[config.mk]
export PLATFORM = sky130hd
export DESIGN_NAME = timed_step_program_pwm_sequencer_core
export DESIGN_NICKNAME = d
export VERILOG_FILES = /design/src/rtl/tsps_pkg.sv /design/src/rtl/tsps_ctrl.sv /design/src/rtl/tsps_datapath.sv /design/src/rtl/timed_step_program_pwm_sequencer_core.sv
export SDC_FILE = /design/constraint.sdc
export NUM_CORES = 2
export LEC_CHECK = 0
export BUFFER_PORTS_ARGS = -buffer_cell sky130_fd_sc_hd__buf_4
export CAP_MARGIN = 20
export CORE_MARGIN = 2
export CORE_UTILIZATION = 35
export DETAILED_ROUTE_END_ITERATION = 8
export GPL_TIMING_DRIVEN = 1
export PLACE_DENSITY_LB_ADDON = 0.08
export SETUP_SLACK_MARGIN = 0.5
export SLEW_MARGIN = 40
export SYNTH_ARGS = -nofsm -noshare
export SYNTH_HDL_FRONTEND = slang
export SYNTH_SLANG_ARGS = --single-unit
export TNS_END_PERCENT = 100
[constraint.sdc]
create_clock -name clock -period 8.4 [get_ports clock]
set_input_delay 0.84 -clock clock [delete_from_list [all_inputs] [get_ports clock]]
set_output_delay 0.84 -clock clock [all_outputs]
set_load 0.05 [all_outputs]
[src/rtl/tsps_pkg.sv]
// Shared constants, codes and control/status types of the step program sequencer.
package tsps_pkg;

   localparam int MAX_STEPS = 16;
   localparam int CHANNELS  = 4;
   localparam int LEVEL_W   = 8;
   localparam int DUR_W     = 32;
   localparam int CLK_W     = 32;
   localparam int TPS_W     = 16;
   localparam int CNT_W     = $clog2(MAX_STEPS + 1);
   localparam int IDX_W     = $clog2(MAX_STEPS);
   localparam int DUTY_W    = CHANNELS * LEVEL_W;
   localparam int ENTRY_W   = DUR_W + DUTY_W;
   localparam int ACT_W     = 3;
   localparam int ERR_W     = 2;

   localparam logic [TPS_W-1:0] TICKS_RESET = TPS_W'(1000);

   typedef enum logic [ACT_W-1:0] {
      ACT_MS_TICK  = 3'd0,
      ACT_PWM_TICK = 3'd1,
      ACT_TOGGLE   = 3'd2,
      ACT_APPEND   = 3'd3,
      ACT_DELETE   = 3'd4,
      ACT_ADJUST   = 3'd5
   } action_type;

   typedef enum logic [ERR_W-1:0] {
      ERR_OK    = 2'd0,
      ERR_FULL  = 2'd1,
      ERR_INDEX = 2'd2
   } error_type;

   typedef enum logic [3:0] {
      ST_IDLE,
      ST_DISPATCH,
      ST_WALK,
      ST_DECIDE,
      ST_FETCH0,
      ST_LOAD0,
      ST_SHIFT_RD,
      ST_SHIFT_WR,
      ST_RESP
   } state_type;

   typedef enum logic [2:0] {
      OP_NONE,
      OP_DISPATCH,
      OP_WALK,
      OP_DECIDE,
      OP_LOAD0,
      OP_SHIFT_WR,
      OP_SHIFT_END
   } dp_op_type;

   typedef struct packed {
      logic      latch;
      dp_op_type op;
   } ctrl_cmd_type;

   typedef struct packed {
      action_type action;
      logic       second_run;
      logic       del_bad;
      logic       walk_done;
      logic       early;
      logic       walked_lt_total;
      logic       total_nz;
      logic       shift_more;
   } dp_status_type;

endpackage

[src/rtl/tsps_ctrl.sv]
// Sequencing state machine: dispatch, duration walk, step load and table shift.
module tsps_ctrl (
   input  logic                   clock,
   input  logic                   reset,
   input  logic                   start,
   input  tsps_pkg::dp_status_type status,
   output tsps_pkg::ctrl_cmd_type  cmd,
   output logic                   busy,
   output logic                   rsp_valid
);

   tsps_pkg::state_type state_ff;
   tsps_pkg::state_type state_in;

   always_ff @(posedge clock) begin
      if (reset) begin
         state_ff <= tsps_pkg::ST_IDLE;
      end else begin
         state_ff <= state_in;
      end
   end

   always_comb begin
      state_in = state_ff;
      unique case (state_ff)
         tsps_pkg::ST_IDLE: begin
            if (start) begin
               state_in = tsps_pkg::ST_DISPATCH;
            end
         end
         tsps_pkg::ST_DISPATCH: begin
            priority if (status.action == tsps_pkg::ACT_MS_TICK && status.second_run) begin
               state_in = tsps_pkg::ST_WALK;
            end else if (status.action == tsps_pkg::ACT_DELETE && !status.del_bad) begin
               state_in = tsps_pkg::ST_SHIFT_RD;
            end else begin
               state_in = tsps_pkg::ST_RESP;
            end
         end
         tsps_pkg::ST_WALK: begin
            if (status.walk_done) begin
               state_in = tsps_pkg::ST_DECIDE;
            end
         end
         tsps_pkg::ST_DECIDE: begin
            if (!status.early && !status.walked_lt_total && status.total_nz) begin
               state_in = tsps_pkg::ST_FETCH0;
            end else begin
               state_in = tsps_pkg::ST_RESP;
            end
         end
         tsps_pkg::ST_FETCH0:   state_in = tsps_pkg::ST_LOAD0;
         tsps_pkg::ST_LOAD0:    state_in = tsps_pkg::ST_RESP;
         tsps_pkg::ST_SHIFT_RD: begin
            state_in = status.shift_more ? tsps_pkg::ST_SHIFT_WR : tsps_pkg::ST_RESP;
         end
         tsps_pkg::ST_SHIFT_WR: state_in = tsps_pkg::ST_SHIFT_RD;
         tsps_pkg::ST_RESP:     state_in = tsps_pkg::ST_IDLE;
         default:               state_in = tsps_pkg::ST_IDLE;
      endcase
   end

   always_comb begin
      cmd.latch = 1'b0;
      cmd.op    = tsps_pkg::OP_NONE;
      busy      = 1'b1;
      rsp_valid = 1'b0;
      unique case (state_ff)
         tsps_pkg::ST_IDLE: begin
            busy      = 1'b0;
            cmd.latch = start;
         end
         tsps_pkg::ST_DISPATCH: cmd.op = tsps_pkg::OP_DISPATCH;
         tsps_pkg::ST_WALK:     cmd.op = tsps_pkg::OP_WALK;
         tsps_pkg::ST_DECIDE:   cmd.op = tsps_pkg::OP_DECIDE;
         tsps_pkg::ST_FETCH0:   cmd.op = tsps_pkg::OP_NONE;
         tsps_pkg::ST_LOAD0:    cmd.op = tsps_pkg::OP_LOAD0;
         tsps_pkg::ST_SHIFT_RD: begin
            cmd.op = status.shift_more ? tsps_pkg::OP_NONE : tsps_pkg::OP_SHIFT_END;
         end
         tsps_pkg::ST_SHIFT_WR: cmd.op = tsps_pkg::OP_SHIFT_WR;
         tsps_pkg::ST_RESP:     rsp_valid = 1'b1;
         default:               cmd.op = tsps_pkg::OP_NONE;
      endcase
   end

endmodule

[src/rtl/tsps_datapath.sv]
// Clock, divider, step table memory, duration accumulator and PWM registers.
module tsps_datapath (
   input  logic                                clock,
   input  logic                                reset,
   input  tsps_pkg::ctrl_cmd_type              cmd,
   output tsps_pkg::dp_status_type             status,
   input  logic [tsps_pkg::ACT_W-1:0]          req_action,
   input  logic [tsps_pkg::DUR_W-1:0]          req_step_duration,
   input  logic [tsps_pkg::LEVEL_W-1:0]        req_level_a,
   input  logic [tsps_pkg::LEVEL_W-1:0]        req_level_b,
   input  logic [tsps_pkg::LEVEL_W-1:0]        req_level_c,
   input  logic [tsps_pkg::LEVEL_W-1:0]        req_level_d,
   input  logic [7:0]                          req_step_index,
   input  logic signed [tsps_pkg::CLK_W-1:0]   req_clock_delta,
   input  logic                                csr_valid,
   input  logic [tsps_pkg::TPS_W-1:0]          csr_wdata,
   output logic [tsps_pkg::CHANNELS-1:0]       pin_levels,
   output logic                                is_running,
   output logic [tsps_pkg::CNT_W-1:0]          active_step,
   output logic [tsps_pkg::CNT_W-1:0]          steps_stored,
   output logic [tsps_pkg::ERR_W-1:0]          error_code,
   output logic [tsps_pkg::CLK_W-1:0]          clock_now
);

   localparam int CH  = tsps_pkg::CHANNELS;
   localparam int LW  = tsps_pkg::LEVEL_W;
   localparam int CW  = tsps_pkg::CNT_W;
   localparam int IW  = tsps_pkg::IDX_W;
   localparam int KW  = tsps_pkg::CLK_W;
   localparam int EW  = tsps_pkg::ENTRY_W;
   localparam int DW  = tsps_pkg::DUTY_W;

   logic [EW-1:0]               mem [tsps_pkg::MAX_STEPS];
   logic [EW-1:0]               rd_ff;
   logic                        we;
   logic [IW-1:0]               waddr;
   logic [EW-1:0]               wdata;

   logic [tsps_pkg::TPS_W-1:0]  tps_ff, tps_in;
   logic [KW-1:0]               clock_ff, clock_in;
   logic [tsps_pkg::TPS_W-1:0]  div_ff, div_in, div_dec;
   logic                        run_ff, run_in;
   logic [KW-1:0]               start_ff, start_in;
   logic [CW-1:0]               cur_ff, cur_in;
   logic [CW-1:0]               total_ff, total_in;
   logic [CH-1:0][LW-1:0]       active_ff, active_in;
   logic [LW-1:0]               phase_ff, phase_in;
   logic [CH-1:0]               pins_ff, pins_in;
   tsps_pkg::error_type         err_ff, err_in;
   logic [CW-1:0]               idx_ff, idx_in;
   logic                        rv_ff, rv_in;

   tsps_pkg::action_type        act_ff, act_in;
   logic [tsps_pkg::DUR_W-1:0]  dur_ff, dur_in;
   logic [DW-1:0]               lev_ff, lev_in;
   logic [7:0]                  sidx_ff, sidx_in;
   logic signed [KW-1:0]        delta_ff, delta_in;
   logic [CW-1:0]               walked_ff, walked_in;
   logic [KW-1:0]               acc_ff, acc_in;

   logic [DW-1:0]               rd_duties;
   logic [tsps_pkg::DUR_W-1:0]  rd_len;

   assign rd_duties = rd_ff[DW-1:0];
   assign rd_len    = rd_ff[EW-1:DW];
   assign div_dec   = (div_ff != '0) ? div_ff - 1'b1 : div_ff;

   assign status.action          = act_ff;
   assign status.second_run      = (div_dec == '0) && run_ff;
   assign status.del_bad         = (sidx_ff == '0) || (sidx_ff > 8'(total_ff));
   assign status.walk_done       = (idx_ff == walked_ff) && !rv_ff;
   assign status.early           = clock_ff < acc_ff;
   assign status.walked_lt_total = walked_ff < total_ff;
   assign status.total_nz        = total_ff != '0;
   assign status.shift_more      = idx_ff < total_ff;

   always_comb begin
      tps_in    = csr_valid ? csr_wdata : tps_ff;
      clock_in  = clock_ff;
      div_in    = div_ff;
      run_in    = run_ff;
      start_in  = start_ff;
      cur_in    = cur_ff;
      total_in  = total_ff;
      active_in = active_ff;
      phase_in  = phase_ff;
      pins_in   = pins_ff;
      err_in    = err_ff;
      idx_in    = idx_ff;
      rv_in     = rv_ff;
      act_in    = act_ff;
      dur_in    = dur_ff;
      lev_in    = lev_ff;
      sidx_in   = sidx_ff;
      delta_in  = delta_ff;
      walked_in = walked_ff;
      acc_in    = acc_ff;
      we        = 1'b0;
      waddr     = total_ff[IW-1:0];
      wdata     = {dur_ff, lev_ff};

      if (cmd.latch) begin
         act_in   = tsps_pkg::action_type'(req_action);
         dur_in   = req_step_duration;
         lev_in   = {req_level_d, req_level_c, req_level_b, req_level_a};
         sidx_in  = req_step_index;
         delta_in = req_clock_delta;
      end

      unique case (cmd.op)
         tsps_pkg::OP_DISPATCH: begin
            err_in = tsps_pkg::ERR_OK;
            unique case (act_ff)
               tsps_pkg::ACT_MS_TICK: begin
                  if (div_dec == '0) begin
                     div_in   = tps_ff;
                     clock_in = clock_ff + 1'b1;
                  end else begin
                     div_in = div_dec;
                  end
                  walked_in = (cur_ff < total_ff) ? cur_ff : total_ff;
                  idx_in    = '0;
                  rv_in     = 1'b0;
                  acc_in    = start_ff;
               end
               tsps_pkg::ACT_PWM_TICK: begin
                  if (run_ff) begin
                     phase_in = phase_ff + 1'b1;
                     for (int c = 0; c < CH; c++) begin
                        if (phase_in == '0 && active_ff[c] != '0) begin
                           pins_in[c] = 1'b1;
                        end
                        if (phase_in == active_ff[c]) begin
                           pins_in[c] = 1'b0;
                        end
                     end
                  end
               end
               tsps_pkg::ACT_TOGGLE: begin
                  run_in = !run_ff;
                  if (!run_ff) begin
                     start_in  = clock_ff;
                     cur_in    = '0;
                     active_in = '0;
                  end else begin
                     pins_in = '0;
                  end
               end
               tsps_pkg::ACT_APPEND: begin
                  if (total_ff >= CW'(tsps_pkg::MAX_STEPS)) begin
                     err_in = tsps_pkg::ERR_FULL;
                  end else begin
                     we       = 1'b1;
                     total_in = total_ff + 1'b1;
                  end
               end
               tsps_pkg::ACT_DELETE: begin
                  if (status.del_bad) begin
                     err_in = tsps_pkg::ERR_INDEX;
                  end else begin
                     idx_in = sidx_ff[CW-1:0];
                  end
               end
               tsps_pkg::ACT_ADJUST: begin
                  clock_in = clock_ff + $unsigned(delta_ff);
               end
               default: begin
                  err_in = tsps_pkg::ERR_OK;
               end
            endcase
         end
         tsps_pkg::OP_WALK: begin
            rv_in = idx_ff < walked_ff;
            if (idx_ff < walked_ff) begin
               idx_in = idx_ff + 1'b1;
            end
            if (rv_ff) begin
               acc_in = acc_ff + rd_len;
            end
         end
         tsps_pkg::OP_DECIDE: begin
            if (!status.early) begin
               if (status.walked_lt_total) begin
                  active_in = rd_duties;
                  cur_in    = walked_ff + 1'b1;
               end else begin
                  start_in = acc_ff;
                  if (status.total_nz) begin
                     idx_in = '0;
                  end else begin
                     active_in = '0;
                     cur_in    = '0;
                  end
               end
            end
         end
         tsps_pkg::OP_LOAD0: begin
            active_in = rd_duties;
            cur_in    = CW'(1);
         end
         tsps_pkg::OP_SHIFT_WR: begin
            we     = 1'b1;
            waddr  = IW'(idx_ff - 1'b1);
            wdata  = rd_ff;
            idx_in = idx_ff + 1'b1;
         end
         tsps_pkg::OP_SHIFT_END: begin
            total_in = total_ff - 1'b1;
         end
         default: begin
            idx_in = idx_ff;
         end
      endcase
   end

   always_ff @(posedge clock) begin
      if (reset) begin
         tps_ff    <= tsps_pkg::TICKS_RESET;
         clock_ff  <= '0;
         div_ff    <= '0;
         run_ff    <= 1'b0;
         start_ff  <= '0;
         cur_ff    <= '0;
         total_ff  <= '0;
         active_ff <= '0;
         phase_ff  <= '0;
         pins_ff   <= '0;
         err_ff    <= tsps_pkg::ERR_OK;
         idx_ff    <= '0;
         rv_ff     <= 1'b0;
      end else begin
         tps_ff    <= tps_in;
         clock_ff  <= clock_in;
         div_ff    <= div_in;
         run_ff    <= run_in;
         start_ff  <= start_in;
         cur_ff    <= cur_in;
         total_ff  <= total_in;
         active_ff <= active_in;
         phase_ff  <= phase_in;
         pins_ff   <= pins_in;
         err_ff    <= err_in;
         idx_ff    <= idx_in;
         rv_ff     <= rv_in;
      end
   end

   always_ff @(posedge clock) begin
      act_ff    <= act_in;
      dur_ff    <= dur_in;
      lev_ff    <= lev_in;
      sidx_ff   <= sidx_in;
      delta_ff  <= delta_in;
      walked_ff <= walked_in;
      acc_ff    <= acc_in;
   end

   always_ff @(posedge clock) begin
      if (we) begin
         mem[waddr] <= wdata;
      end
      rd_ff <= mem[idx_ff[IW-1:0]];
   end

   assign pin_levels   = pins_ff;
   assign is_running   = run_ff;
   assign active_step  = cur_ff;
   assign steps_stored = total_ff;
   assign error_code   = err_ff;
   assign clock_now    = clock_ff;

endmodule

[src/rtl/timed_step_program_pwm_sequencer_core.sv]
// Top level of the timed step program PWM sequencer.
// Each request passes dispatch; a ms tick that ends a second while running then walks the step
// durations (walked = min(active step, step count)) and reloads step one on a wrap; a delete
// moves each later entry down one place. The strobe follows, and busy drops as the strobe ends.
// Results cannot be stalled. Sync reset clears state, ticks_per_second 1000, table undefined.
module timed_step_program_pwm_sequencer_core (
   input  logic                                clock,
   input  logic                                reset,
   input  logic                                start,
   output logic                                busy,
   input  logic [tsps_pkg::ACT_W-1:0]          req_action,
   input  logic [tsps_pkg::DUR_W-1:0]          req_step_duration,
   input  logic [tsps_pkg::LEVEL_W-1:0]        req_level_a,
   input  logic [tsps_pkg::LEVEL_W-1:0]        req_level_b,
   input  logic [tsps_pkg::LEVEL_W-1:0]        req_level_c,
   input  logic [tsps_pkg::LEVEL_W-1:0]        req_level_d,
   input  logic [7:0]                          req_step_index,
   input  logic signed [tsps_pkg::CLK_W-1:0]   req_clock_delta,
   output logic                                rsp_valid,
   output logic [tsps_pkg::CHANNELS-1:0]       rsp_pin_levels,
   output logic                                rsp_is_running,
   output logic [tsps_pkg::CNT_W-1:0]          rsp_active_step,
   output logic [tsps_pkg::CNT_W-1:0]          rsp_steps_stored,
   output logic [tsps_pkg::ERR_W-1:0]          rsp_error_code,
   output logic [tsps_pkg::CLK_W-1:0]          rsp_clock_now,
   input  logic                                csr_valid,
   output logic                                csr_ready,
   input  logic [tsps_pkg::TPS_W-1:0]          csr_wdata
);

   tsps_pkg::ctrl_cmd_type  cmd;
   tsps_pkg::dp_status_type status;

   assign csr_ready = 1'b1;

   tsps_ctrl u_ctrl (
      .clock     (clock),
      .reset     (reset),
      .start     (start),
      .status    (status),
      .cmd       (cmd),
      .busy      (busy),
      .rsp_valid (rsp_valid)
   );

   tsps_datapath u_datapath (
      .clock             (clock),
      .reset             (reset),
      .cmd               (cmd),
      .status            (status),
      .req_action        (req_action),
      .req_step_duration (req_step_duration),
      .req_level_a       (req_level_a),
      .req_level_b       (req_level_b),
      .req_level_c       (req_level_c),
      .req_level_d       (req_level_d),
      .req_step_index    (req_step_index),
      .req_clock_delta   (req_clock_delta),
      .csr_valid         (csr_valid & csr_ready),
      .csr_wdata         (csr_wdata),
      .pin_levels        (rsp_pin_levels),
      .is_running        (rsp_is_running),
      .active_step       (rsp_active_step),
      .steps_stored      (rsp_steps_stored),
      .error_code        (rsp_error_code),
      .clock_now         (rsp_clock_now)
   );

endmodule

* Word-level counts from Yosys, hierarchy flattened
Memories as Yosys holds them, arrays and structs flattened. A register that Yosys moved wholly into a read port is not among the register bits.
Cells that the tools add are included.
** Cells by class
- $add $sub $neg :: 10
- Order comparisons :: 7
- Eq/ne operators :: 46
- Mux-type cells :: 70
- Reductions and logical operators :: 49
** Operators by type and width (count)
- 32-bit two-way mux :: 12
- 32-bit one-hot mux with 2 select lines :: 3
- 32-bit one-hot mux with 3 select lines :: 1
- 5-bit two-way mux :: 13
- 32-bit adder :: 2
- 64-bit two-way mux :: 1
- 4-bit two-way mux :: 9
- 32-bit by 1-bit adder with 32-bit output, second input constant :: 1
- 8-bit equality test :: 4
- 32-bit less-than comparator :: 1
- 16-bit two-way mux :: 2
- 4-bit one-hot mux with 8 select lines :: 1
- 8-bit nonzero test :: 4
- 5-bit AND reduction :: 6
- 5-bit less-than comparator :: 4
- 2-bit != test, second input constant :: 10
- 5-bit one-hot mux with 2 select lines :: 2
- 5-bit one-hot mux with 4 select lines :: 1
- 3-bit one-hot mux with 6 select lines :: 1
- 1-bit two-way mux :: 17
- 4-bit by 3-bit equality test with 1-bit output, second input constant :: 4
- 16-bit zero test :: 1
- 8-bit zero test :: 2
- 16-bit nonzero test :: 1
- other kinds (35) :: 79
** Storage, ports and cells
- Bits in registers :: 307
- Memory bits (writable) :: 1024
- Input bits :: 127
- Output and inout port bits :: 52
- Logic and storage cells :: 210
- Memories kept :: 1
** Memory list
- u_datapath.mem :: words 16, width 64, rd ports 1, clocked after Yosys merged registers in 1, wr ports 1, line tsps_datapath.sv:33 : logic [EW-1:0] mem [tsps_pkg::MAX_STEPS];

* Longest topological paths before layout
- Depth in word-level cells :: 7
- Mapped depth :: 16
- Gate-level depth less buffers :: 15

* Hierarchy
A second synthesis with hierarchy kept.
** Second synthesis, totals
- Cell total of the unflattened synthesis :: 3450
- Area total of the unflattened synthesis :: 57740.4 um2
** By module, submodules not included
- tsps_datapath :: times used 1, cells each 3403, area an instance 57397.5 um2, sequential area each 39537.9 um2
- tsps_ctrl :: times used 1, cells each 45, area an instance 331.6 um2, sequential area each 80.1 um2
- timed_step_program_pwm_sequencer_core :: times used 1, cells each 2, area an instance 11.3 um2, sequential area each 0.0 um2

* Worst setup path after synthesis
Ideal clock, no wire load.
- Path type :: reg2reg
- Start point :: register u_datapath.idx_ff[1]
- End point :: memory u_datapath.mem[11][0] (netlist bit) (enable)
- Library setup time :: 0.486 ns
- Arrival :: 4.728 ns
- Required time :: 7.914 ns
- Path slack :: 3.186 ns
- Cell stages (with the launch flop) :: 9
- Path buffers :: 3
- Clock period less this slack :: 5.214 ns
- Path through :: dfxtp_1 -> clkbuf_1 -> clkbuf_1 -> clkbuf_1 -> inv_1 -> ha_1 -> o31ai_1 -> nand2_1 -> nor2_1
** On the way
- Longest elaborated chain between the ends :: 7
- Elaborated cells on any way between the ends :: 10
- Classes of those cells :: add/sub (1); order compare (1); eq/ne (2); mux (6)
** Ends and longest elaborated chain
- start, declared :: line tsps_datapath.sv:50 : logic [CW-1:0] idx_ff, idx_in;
- start signal, assigned :: line tsps_datapath.sv:243 : idx_ff <= idx_in;
- 5-bit less-than comparator :: line tsps_datapath.sv:75 : assign status.shift_more = idx_ff < total_ff;
- 3-bit two-way mux :: line tsps_ctrl.sv:79 : cmd.op = status.shift_more ? tsps_pkg::OP_NONE : tsps_pkg::OP_SHIFT_END;
- 3-bit one-hot mux with 6 select lines :: line tsps_ctrl.sv:68 : unique case (state_ff)
- 3-bit equality test / 3-bit by 1-bit equality test with 1-bit output (equally long branches) :: line tsps_datapath.sv:110 : unique case (cmd.op)
- 1-bit one-hot mux with 2 select lines :: line tsps_datapath.sv:110
- 1-bit two-way mux :: line tsps_datapath.sv:259 : if (we) begin
- 1-bit two-way mux (implied by the code) :: line tsps_datapath.sv:260 : mem[waddr] <= wdata;
- end, declared :: line tsps_datapath.sv:33
Parallel ways exist; a longest one is shown, timed or not.

* Final worst setup path
- Start point :: register u_ctrl.state_ff[0]
- End point :: memory u_datapath.mem[8][15] (netlist bit) (enable)
** On the way
- Longest elaborated chain between the ends :: 6
- Elaborated cells on any way between the ends :: 13
- Classes of those cells :: eq/ne (8); mux (5)
** Ends and longest elaborated chain
- start, declared :: line tsps_ctrl.sv:12 : tsps_pkg::state_type state_ff;
- start signal, assigned :: line tsps_ctrl.sv:17 : state_ff <= tsps_pkg::ST_IDLE;
- start signal, assigned :: line tsps_ctrl.sv:19 : state_ff <= state_in;
- 4-bit by 3-bit equality test with 1-bit output (tied with other cells) :: line tsps_ctrl.sv:68
- 3-bit one-hot mux with 6 select lines (*) :: line tsps_ctrl.sv:68
- 3-bit equality test / 3-bit by 1-bit equality test with 1-bit output (equally long branches) :: line tsps_datapath.sv:110
- 1-bit one-hot mux with 2 select lines :: line tsps_datapath.sv:110
- 1-bit two-way mux :: line tsps_datapath.sv:259
- 1-bit two-way mux (implied by the code) :: line tsps_datapath.sv:260
Mark *: on every way between the ends. The rest lies on a longest branch, timed or not.

==> key figures <==
Run status
  – Status: complete, no violations

Pwr
  – Gate power share: between 3 and 4%
  – Net Sw Frac: ~22%
  – Seq pwr share: 51.0%
  – Clock power frac: between 40% and 50%
  – Leakage power: 22.3 nW
  – PD cells: about 220 mW/mm^2
  – Internal: approximately 12 mW
  – NetSw: about 3.3 mW
  – Peak VDD IR: between 0.0002 and 0.00025 V

Synthesis
  – Primary FF master, synth: edfxtp_1
  – Synth cell count leaders: edfxtp_1, nand2_1, mux4_2
  – Yosys warns: 0
  – Top cell type's share of synthesized area: between 60% and 70%
  – Number of flops mapped to enable cells by yosys: between 1000 and 1500
  – Unique masters post-synth: 76
  – Post-Syn Instances: ~3500
  – Most frequent cell after synthesis: edfxtp_1
  – FF+latch count, synth: between 1000 and 1500
  – Yosys top cell by area: edfxtp_1
  – Mapped Avg Cell Area: 16.3 sq um
  – Synthesized area: slightly below 0.06 sq mm
  – Register area share after synthesis: about 68%
  – Syn Nets: approximately 3800
  – Async SR Flop Fraction: 0%
  – Area contributors post-synth: edfxtp_1, mux4_2, dfxtp_1, ha_1, nand2_1

Critical path
  – Worst EP required: between 8 and 9 ns
  – Crit end category: flop
  – Crit-path cells: nand2b_1 > nor2_4 > buf_4 > buf_4 > nand3_1 > o31ai_1 > nand2_1 > nor2_4 > buf_8 > buf_6
  – FF-to-FF Start: u_ctrl.state_ff[0]$_SDFFE_PP0P_
  – Crit-path max cell delay: roughly 0.7 ns
  – Internal reg-to-reg setup slack: approximately 3.8 ns
  – Critical path class: reg2reg
  – CP startpoint kind: flop
  – Worst r2r path cells: 10
  – Worst Path Arrival: between 4 and 5 ns
  – Slowest-stage cell, CP: buf_4
  – Worst r2r dst: u_datapath.mem[8][15]$_DFFE_PP_
  – Max FO, Critical Path: 43

Flow run
  – Maxcap violations: 0

Cells and area
  – Nets: approximately 4000
  – Area delta synth->final: 16.6%
  – Layout cells sized above 1: between 20 and 25%
  – Non-Filler Instances: roughly 6100
  – Top reg by flops: u_datapath.mem
  – Filler instances: approximately 15000
  – Register area: ~0.040 sq mm
  – Final core utilization: 41.0%
  – Multi-input logic area: ~0.017 sq mm
  – Max FFs per register: about 1000
  – Biggest regs: u_datapath.mem: 1024 flops, u_datapath.rd_ff: 64 flops

CTS
  – Resized cells post-CTS: 0
  – Clock Sink Count: 1395
  – Root buf cell: clkbuf_16
  – Bufs on Longest Clock Path: 3
  – Num CTS Buffers: 159
  – Hold_buf cts: 0
  – CTS tree: yes
  – CTS HTree Levels: 4
  – Postcts setup bufs: 0
  – Clock Latency Late Sink: 0.81 ns
  – Worst-path clk slew: 0.06 ns

Floorplanning
  – Die H: 411 microns
  – Core Region: 0.165 sq mm
  – DIE AREA: 0.169 sq mm
  – Initial Utilization: 35.2%
  – FP Rows: 149
  – Die width: ~410 microns
  – IO Pins: 179

Drt
  – Via/cell ratio: 5.17
  – Post-route ant nets: 0
  – Routed WL: between 150000 and 200000 microns
  – Vias after detailed routing: about 32000
  – DRC: 0
  – Drt pass-1 iters: 5
  – Average wire per standard cell: between 20 and 25 microns
  – DRT iter0 DRCs: 2400

STA
  – Least-Margin Pin Slew: 0.881 ns
  – Max-slew violations: 0
  – Final setup viols: 0
  – Setup TNS: 0 ns
  – Max-slew headroom at the worst pin: between 40% and 50%
  – Fin crit share: 54.2%
  – RSZ-0062 raised after global routing: no
  – Fin crit period: 4.55 ns
  – Highest clock rate: between 0.2 and 0.25 GHz
  – Hold Vio Cnt, Final: 0
  – Worst Skew: 0.0407 ns

Hold path
  – Worst Hold Path EP: u_datapath.delta_ff[31]$_DFFE_PP_
  – Hold depth: 1
  – Worst hold-check path type: in2reg
  – Hold Path Origin: req_clock_delta[31]

Placed design
  – Input/output buffers: between 150 and 200
  – Placed cells: a little under 6000
  – Post-DP HPWL: roughly 95000 microns
  – Final GP Congestion: roughly 0.84

GRT
  – Global route total overflow: 0
  – Global-route usage over all layers: between 15 and 20%
  – Global-route wire length before repair: approximately 220000 microns
  – Vias in the first global route: roughly 32000
  – Pin count of the biggest net entering global routing: around 110
  – Initial antenna violation count: 11
## cells by family after synthesis
family / after synthesis / share of synthesized area [%]
AOI/OAI and AO/OA: 430 / 4.84
xor gates and xnor gates: 109 / 1.65
adders and majority gates: 126 / 2.76
buffers and inverters: 247 / 1.71
DFF: 1395 / 68.4
muxes: 413 / 14.1
other: 1 / 0.00648
and+or+nand+nor: 823 / 6.52
## critical path: cells and delay by family, from the launching register on
family                 cells  cell delay [ns]
AOI/OAI and AO/OA          1             0.11
buffers and inverters      4             1.87
DFF                        1             0.57
and+or+nand+nor            5             1.45
## worst max-delay path by stage
stage               cells after the start                               from                                to  slack [ns]
finish                                 10    u_ctrl.state_ff[0]$_SDFFE_PP0P_   u_datapath.mem[8][15]$_DFFE_PP_        3.85
global route                           10    u_ctrl.state_ff[0]$_SDFFE_PP0P_  u_datapath.mem[12][10]$_DFFE_PP_        3.56
CTS                                    10    u_ctrl.state_ff[0]$_SDFFE_PP0P_   u_datapath.mem[8][16]$_DFFE_PP_        3.79
detailed placement                     10    u_ctrl.state_ff[0]$_SDFFE_PP0P_   u_datapath.mem[8][17]$_DFFE_PP_        3.83
global placement                        9    u_ctrl.state_ff[0]$_SDFFE_PP0P_   u_datapath.mem[8][16]$_DFFE_PP_        3.40
floorplan                               8  u_datapath.idx_ff[1]$_SDFFE_PP0P_   u_datapath.mem[11][0]$_DFFE_PP_        3.19
## cells in the final DEF, fill, tap and decap left out, types with 32 or more instances in the layout
master     synthesis  routed
xnor2_1           54      54
ha_1             123     123
xor2_1            55      55
clkbuf_1         120      48
a21o_1            38      38
and2_1            32      32
a21oi_1          113     112
a211oi_1          56      55
edfxtp_1        1168    1168
inv_1             76      76
nor3_1            45      45
buf_4              4     214
mux4_2           320     320
o21ai_0           89      89
dfxtp_1          227     223
clkbuf_16          0     163
nor2_1           165     145
nand2_1          378     378
mux2i_1           84      84
nand2b_1          52      52
## metrics by stage
stage                     instance area (sq um)  setup slack (ns)  total power [mW]  hold WS (ns)
after floorplan                           57900              3.19              8.11         0.438
after global placement                    61900              3.40              8.36         0.456
after detailed placement                  62300              3.83              8.35         0.468
after CTS                                 67500              3.79              15.2         0.123
after global routing                      67500              3.56              15.6         0.147
final                                     67500              3.85              15.0         0.203
## power by group through the flow
stage	clock [mW]	sequential, mW	combinational, mW
floorplan	0	7.76	0.346
global placement	0	7.80	0.554
detailed placement	0	7.80	0.556
CTS	7.03	7.65	0.558
global route	7.30	7.66	0.607
finish	6.81	7.65	0.546
## layer usage
| metal | track usage (%) | vias up | wire length [microns] |
|---|---|---|---|
| met5 | 0 | - | 11 |
| met1 | 26.6 | 16307 | 72800 |
| li1 | - | 14350 | - |
| met4 | 4.61 | 2 | 2920 |
| met3 | 3.09 | 200 | 7210 |
| met2 | 27.7 | 715 | 68700 |
## layout make-up
class / count / share of cell area [%]
antenna: 1 / 0.00371
timing repair buffer: 251 / 3.26
clock buffer: 222 / 6.53
inverter: 77 / 0.428
tap: 2189 / 4.06
clock inverter: 73 / 1.10
sequential: 1395 / 58.7
multi-input combinational: 1902 / 25.9
Note: power is estimated with default switching activity, not from simulation.
